### config.mk
export PLATFORM = sky130hd
export DESIGN_NAME = plbu_sync
export DESIGN_NICKNAME = d
export VERILOG_FILES = /design/src/hw/rtl/plbu_pkg.sv /design/src/hw/rtl/plbu_sync.sv
export SDC_FILE = /design/constraint.sdc
export NUM_CORES = 1
export LEC_CHECK = 0
export CAP_MARGIN = 30
export CORE_MARGIN = 5
export CORE_UTILIZATION = 40
export CTS_CLUSTER_SIZE = 16
export DETAILED_ROUTE_END_ITERATION = 6
export DONT_BUFFER_PORTS = 1
export SYNTH_ARGS = -nofsm -noshare
export SYNTH_HDL_FRONTEND = slang
export SYNTH_SLANG_ARGS = --single-unit
### constraint.sdc
create_clock -name clk -period 6.84 [get_ports clk]
set_input_delay 0 -clock clk [delete_from_list [all_inputs] [get_ports clk]]
set_output_delay 0 -clock clk [all_outputs]
set_load 0.02 [all_outputs]
### src/hw/rtl/plbu_pkg.sv
`timescale 1ns / 1ps
// Package for the price level book update block.
// Holds table sizes, entry layout, result status codes and the sequencing struct.
package plbu_pkg;

  localparam int LEVELS  = 4096;
  localparam int IDX_W   = $clog2(LEVELS);
  localparam int CNT_W   = $clog2(LEVELS + 1);
  localparam int PRICE_W = 48;
  localparam int QTY_W   = 48;
  localparam int ID_W    = 64;
  localparam int ENTRY_W = PRICE_W + QTY_W;
  localparam int OUT_CNT_W = 13;
  localparam int STATUS_W  = 3;

  localparam logic [STATUS_W-1:0] ST_APPLIED = 3'd0;
  localparam logic [STATUS_W-1:0] ST_STALE   = 3'd1;
  localparam logic [STATUS_W-1:0] ST_INVALID = 3'd2;
  localparam logic [STATUS_W-1:0] ST_RESET   = 3'd3;
  localparam logic [STATUS_W-1:0] ST_DROPPED = 3'd4;

  typedef struct packed {
    logic bad;
    logic skip;
  } sync_dec_t;

endpackage

### src/hw/rtl/plbu_sync.sv
`timescale 1ns / 1ps
// Message sequencing state: synced flag, last seen update id and skip flag.
// Depends on plbu_pkg.
module plbu_sync (
  input  logic                     clk,
  input  logic                     rst,
  input  logic                     eval,
  input  logic                     book_clear,
  input  logic                     message_start,
  input  logic [plbu_pkg::ID_W-1:0] first_id,
  input  logic [plbu_pkg::ID_W-1:0] final_id,
  output plbu_pkg::sync_dec_t      dec
);
  import plbu_pkg::*;

  logic            synced;
  logic [ID_W-1:0] last_seen_id;
  logic            message_skipping;
  logic            synced_next;
  logic [ID_W-1:0] last_seen_id_next;
  logic            skip_next;

  always_comb begin
    synced_next       = synced;
    last_seen_id_next = last_seen_id;
    skip_next         = message_skipping;
    dec.bad           = 1'b0;
    if (message_start) begin
      if (final_id < first_id) begin
        skip_next = 1'b1;
        dec.bad   = 1'b1;
      end else if (!synced) begin
        if (final_id <= last_seen_id) begin
          skip_next = 1'b1;
        end else begin
          synced_next       = 1'b1;
          skip_next         = 1'b0;
          last_seen_id_next = final_id;
        end
      end else if (first_id <= last_seen_id && final_id <= last_seen_id) begin
        skip_next = 1'b1;
      end else begin
        skip_next         = 1'b0;
        last_seen_id_next = final_id;
      end
    end
    dec.skip = skip_next;
  end

  always_ff @(posedge clk) begin
    if (rst || book_clear) begin
      synced           <= 1'b0;
      last_seen_id     <= '0;
      message_skipping <= 1'b0;
    end else if (eval) begin
      synced           <= synced_next;
      last_seen_id     <= last_seen_id_next;
      message_skipping <= skip_next;
    end
  end

endmodule

Word-level counts from Yosys, hierarchy flattened
Index checks and enable logic that the tools add are counted.

storage, ports and cells
  output and inout bits = 2
  word-level logic and storage cells = 25
  input port bits = 133
  bits in registers = 66

cells by class
  bitwise operators = 1
  mux-type cells = 12
  $lt $le $gt $ge = 3
  reductions and logical operators = 4
  equal/unequal tests = 2

operators with widths
  operator                              count
  64-bit two-way mux                    3
  64-bit less-or-equal comparator       2
  64-bit less-than comparator           1
  1-bit two-way mux                     9
  5-bit AND reduction                   1
  2-bit != test, second input constant  2
  3-bit AND reduction                   1
  1-bit logical AND                     1
  1-bit logical OR                      1
  1-bit NOT                             1

Logic depth before layout (Yosys ltp)
  depth in word-level cells = 6
  mapped depth = 12
  gate-level depth less buffers = 10

Worst setup path before layout
No wires, ideal clock.

  path type = register to register
  start point = register last_seen_id[62]
  end point = register last_seen_id[0]
  stages on the path, launching flop included = 13
  slack = 4.267 ns
  data required time = 6.721 ns
  buffers on the path = 2
  library setup time = 0.119 ns
  data arrival time = 2.454 ns
  path through = dfxtp_1 inv_1 ha_1 nand4_1 nor4_1 nand3_1 nor2_1 and3_1 o21ba_2 o2111a_2 buf_6 buf_8 mux2i_1

between the ends
  longest elaborated chain between the ends = 4

ends and longest elaborated chain
  element                                             RTL line                          text
  from (decl)                                         plbu_sync.sv:17                   logic [ID_W-1:0] last_seen_id;
  from (signal assigned)                              plbu_sync.sv:57                   last_seen_id <= last_seen_id_next;
  64-bit less-or-equal comparator (on tied branches)  plbu_sync.sv:40, plbu_sync.sv:33
  1-bit logical AND                                   plbu_sync.sv:40                   end else if (first_id <= last_seen_id && final_id <= last_seen_id) begin
  2-bit != test (no line)                             --
  5-bit AND reduction (no line) *                     --

Mark *: on every way between the ends. The rest lies on a longest branch, timed or not.
A chain may end at the register's enable or synchronous reset.

Final worst setup path
  start point = register last_seen_id[59]
  end point = register message_skipping

between the ends
  longest elaborated chain between the ends = 6

ends and longest elaborated chain
  element                                             RTL line                          text
  64-bit less-or-equal comparator (on tied branches)  plbu_sync.sv:40, plbu_sync.sv:33
  1-bit logical AND                                   plbu_sync.sv:40
  1-bit two-way mux                                   plbu_sync.sv:40
  1-bit two-way mux *                                 plbu_sync.sv:32                   end else if (!synced) begin
  1-bit two-way mux *                                 plbu_sync.sv:29                   if (final_id < first_id) begin
  1-bit two-way mux *                                 plbu_sync.sv:28                   if (message_start) begin
  to (signal assigned)                                plbu_sync.sv:58                   message_skipping <= skip_next;
  to (decl)                                           plbu_sync.sv:18                   logic message_skipping;

Marks and branches as above.

==> summary.md <==
| Metric | Value |
|---|---|
| Outcome | finished, final reports clean |
| I/O Buffers | 0 |
| Clk network pwr share | 0.407 |
| Ant diodes | 0 |
| Post-CTS Resized | 0 |
| Die W | 145 µm |
| Largest family of logic cells by synthesized area | adder cells |
| Worst setup path class | flop to flop |
| Chip Height | 145 µm |
| Area contributors post-synth | ha_1, dfxtp_1, nand2_1, mux2i_1, inv_1 |
| 1st-iter DRT viols | 276 |
| Largest net degree at the start of global routing | 102 |
| Max Slew Vio Count | 0 |
| Pwr dens | 134 nW/µm² |
| DP HPWL | 14900 µm |
| Filler instances | 1788 |
| First-pass GRT wire length | 30800 µm |
| Fin. Hold Viols | 0 |
| Main flop type after synthesis | dfxtp_1 |
| FP Rows | 49 |
| Share of cells above drive strength 1 | 0.0256 |
| Congestion Overflow GR | 0 |
| Post-synth top area share | 0.330 |
| XOR/XNOR share of the synthesized area | 0 |
| Vias/cell | 5.20 |
| Clock slew at reported path FFs | 60 ps |
| 1st-pass router iterations | 4 |
| Number of synthesized flops with an enable pin | 0 |
| Critical Path AT | 5070 ps |
| Compound-Gate Fraction of Synth Area | 0.138 |
| Clock Sinks | 66 |
| Net Sw Frac | 0.293 |
| I/O pin total | 135 |
| Count of cell types in the netlist | 43 |
| WL final | 19100 µm |
| Sw Pwr | 0.330 mW |
| Synth Area in Adders | 0.330 |
| HP Class | input pin to output pin |
| VDD IR max | 0.000112 V |
| CTS max path bufs | 2 |
| # Max-Cap Violations | 0 |
| Root buf cell | clkbuf_16 |
| Fin crit share | 0.709 |
| Skew final | 7.71 ps |
| Critical Path Fanout Max | 40 |
| Largest area contributor in the netlist | ha_1 |
| H-tree Lvls | 3 |
| FF/Latch Area | 1320 µm² |
| Avg Cell Area, Syn | 7.95 µm² |
| Total track usage | 0.186 |
| Cells after Synth | 911 |
| Final setup vio count | 0 |
| Sequential share of power | 0.348 |
| Total power | 1.13 mW |
| Post-synthesis mux area share | 0.0885 |
| Mapped cell area | 7240 µm² |
| Synthesized Nets | 1235 |
| Initial antenna violation count | 0 |
| Slew @ Worst Pin | 970 ps |
| Detail Route Antenna Nets | 0 |
| Sequential share of the synthesized area | 0.183 |
| Residual DRC | 0 |
| Post-Synth Simple-Gate Area | 0.171 |
| Initial Utilization | 0.404 |
| Die area | 20900 µm² |
| Comb pwr share | 0.245 |
| # nets final | 1295 |
| FFs w/ async S/R, synth | 0 |
| GP Congestion | 0.822 |
| Final worst path period need | 4850 ps |
| Clk_lat worst skew | 340 ps |
| Startpoint class of the critical path | flop |
| Slew Limit Headroom | 0.348 |
| Core footprint | 17900 µm² |
| Worst Path Required | 7060 ps |
| Area of the multi-input gates | 5280 µm² |
| Synthesized flop and latch total | 66 |
| Most frequent cells in the layout | ha_1, nand2_1, inv_1 |
| Pint | 0.795 mW |
| Syn-to-layout area delta | 16.0% |
| Vias in the first global route | 6385 |
| CTS tree | built |
| Capturing element type of the critical path | flop |
| Wirelength per Cell | 15.9 µm |
| Lkg Pwr | 3.54 nW |
| Most common cell after layout, fill and taps aside | ha_1 |
| Fmax | 0.206 GHz |
| Setup_tns | 0 ps |
| Unrepaired setup endpoints after global routing | false |
| Num CTS Buffers | 9 |
| DR vias | 6264 |
| Yosys warnings | 0 |
## final timing paths
check                   start  cells past startpoint               end  slack (ps)
max reg2reg  last_seen_id[59]                     12  message_skipping        1990
max          last_seen_id[59]                     12  message_skipping        1990
min reg2reg  last_seen_id[36]                      2  last_seen_id[36]         450
min             message_start                      2            dec[1]         160
## cell type report
cell class | instances | share of cell area
clock buffer | 12 | 0.0317
clock inverter | 4 | 0.00298
inverter | 132 | 0.0590
multi-input combinational | 691 | 0.629
sequential | 66 | 0.157
tap | 229 | 0.0341
timing repair buffer | 71 | 0.0862
## through the flow
step | util | instances | setup WS, ps | hold slack, ps | instance area [µm²]
3_5_place_dp | 0.415 | 1121 | 2390 | 82.3 | 7420
4_1_cts | 0.469 | 1205 | 1950 | 164 | 8390
5_1_grt | 0.469 | 1205 | 1680 | 164 | 8390
3_3_place_gp | 0.413 | 1120 | 2530 | 81.1 | 7390
6_report | 0.469 | 1205 | 1990 | 161 | 8390
2_1_floorplan | - | 911 | 4270 | 76.8 | 7240
## power groups by stage
stage	Clock [mW]	Sequential, mW	Combinational (mW)
CTS	0.471	0.392	0.276
detailed placement	0	0.400	0.240
finish	0.458	0.392	0.275
floorplan	0	0.400	0.193
global route	0.488	0.392	0.319
global placement	0	0.400	0.235
## repair_timing
item / 4_1_cts / 5_1_grt
setup buffers: 0 / 0
endpoints found under the hold margin: 66 / 0
hold buffers: 68 / 0
## layer usage
layer	track usage	wire, µm
met2	0.307	8710
met3	0.0450	1120
met4	0.0550	371
met1	0.242	8920
met5	0	0
## synthesized netlist by cell type, drive strengths merged, types with 2 or more instances
| cell | count |
|---|---|
| a2111oi | 2 |
| a211o | 2 |
| a211oi | 7 |
| a21boi | 2 |
| a21o | 12 |
| a21oi | 72 |
| a221o | 3 |
| a221oi | 9 |
| and3 | 2 |
| and4 | 9 |
| buf | 8 |
| clkbuf | 14 |
| dfxtp | 66 |
| ha | 191 |
| inv | 132 |
| mux2i | 64 |
| nand2 | 177 |
| nand3 | 15 |
| nand4 | 29 |
| nor2 | 22 |
| nor2b | 5 |
| nor3 | 7 |
| nor4 | 6 |
| o211ai | 6 |
| o21a | 3 |
| o21ai | 29 |
| o22ai | 2 |
| o31ai | 2 |
| or3 | 2 |
## registers in the layout (all words and copies together), names as in the netlist
name	count
last_seen_id	64
synced	1
message_skipping	1
## cells by family after synthesis
| logic type | count (synthesis) |
|---|---|
| AND/OR/NAND/NOR | 277 |
| adder cells (fa/ha/maj) | 191 |
| AO/OA/AOI/OAI | 159 |
| buffers and inverters | 154 |
| flip-flops | 66 |
| multiplexers | 64 |
## worst max-delay path, cell delays in order (launching register included)
cell and delay, ps:
dfxtp_1 340, inv_1 70, ha_1 310, nand4_1 170, nor4_1 860, nand3_1 150, nor2_1 220, o31a_1 180
o21ba_2 170, o2111a_2 790, buf_4 730, nor4_1 100, dlygate4sd3_1 590
Power figures use the tool's default switching activity.
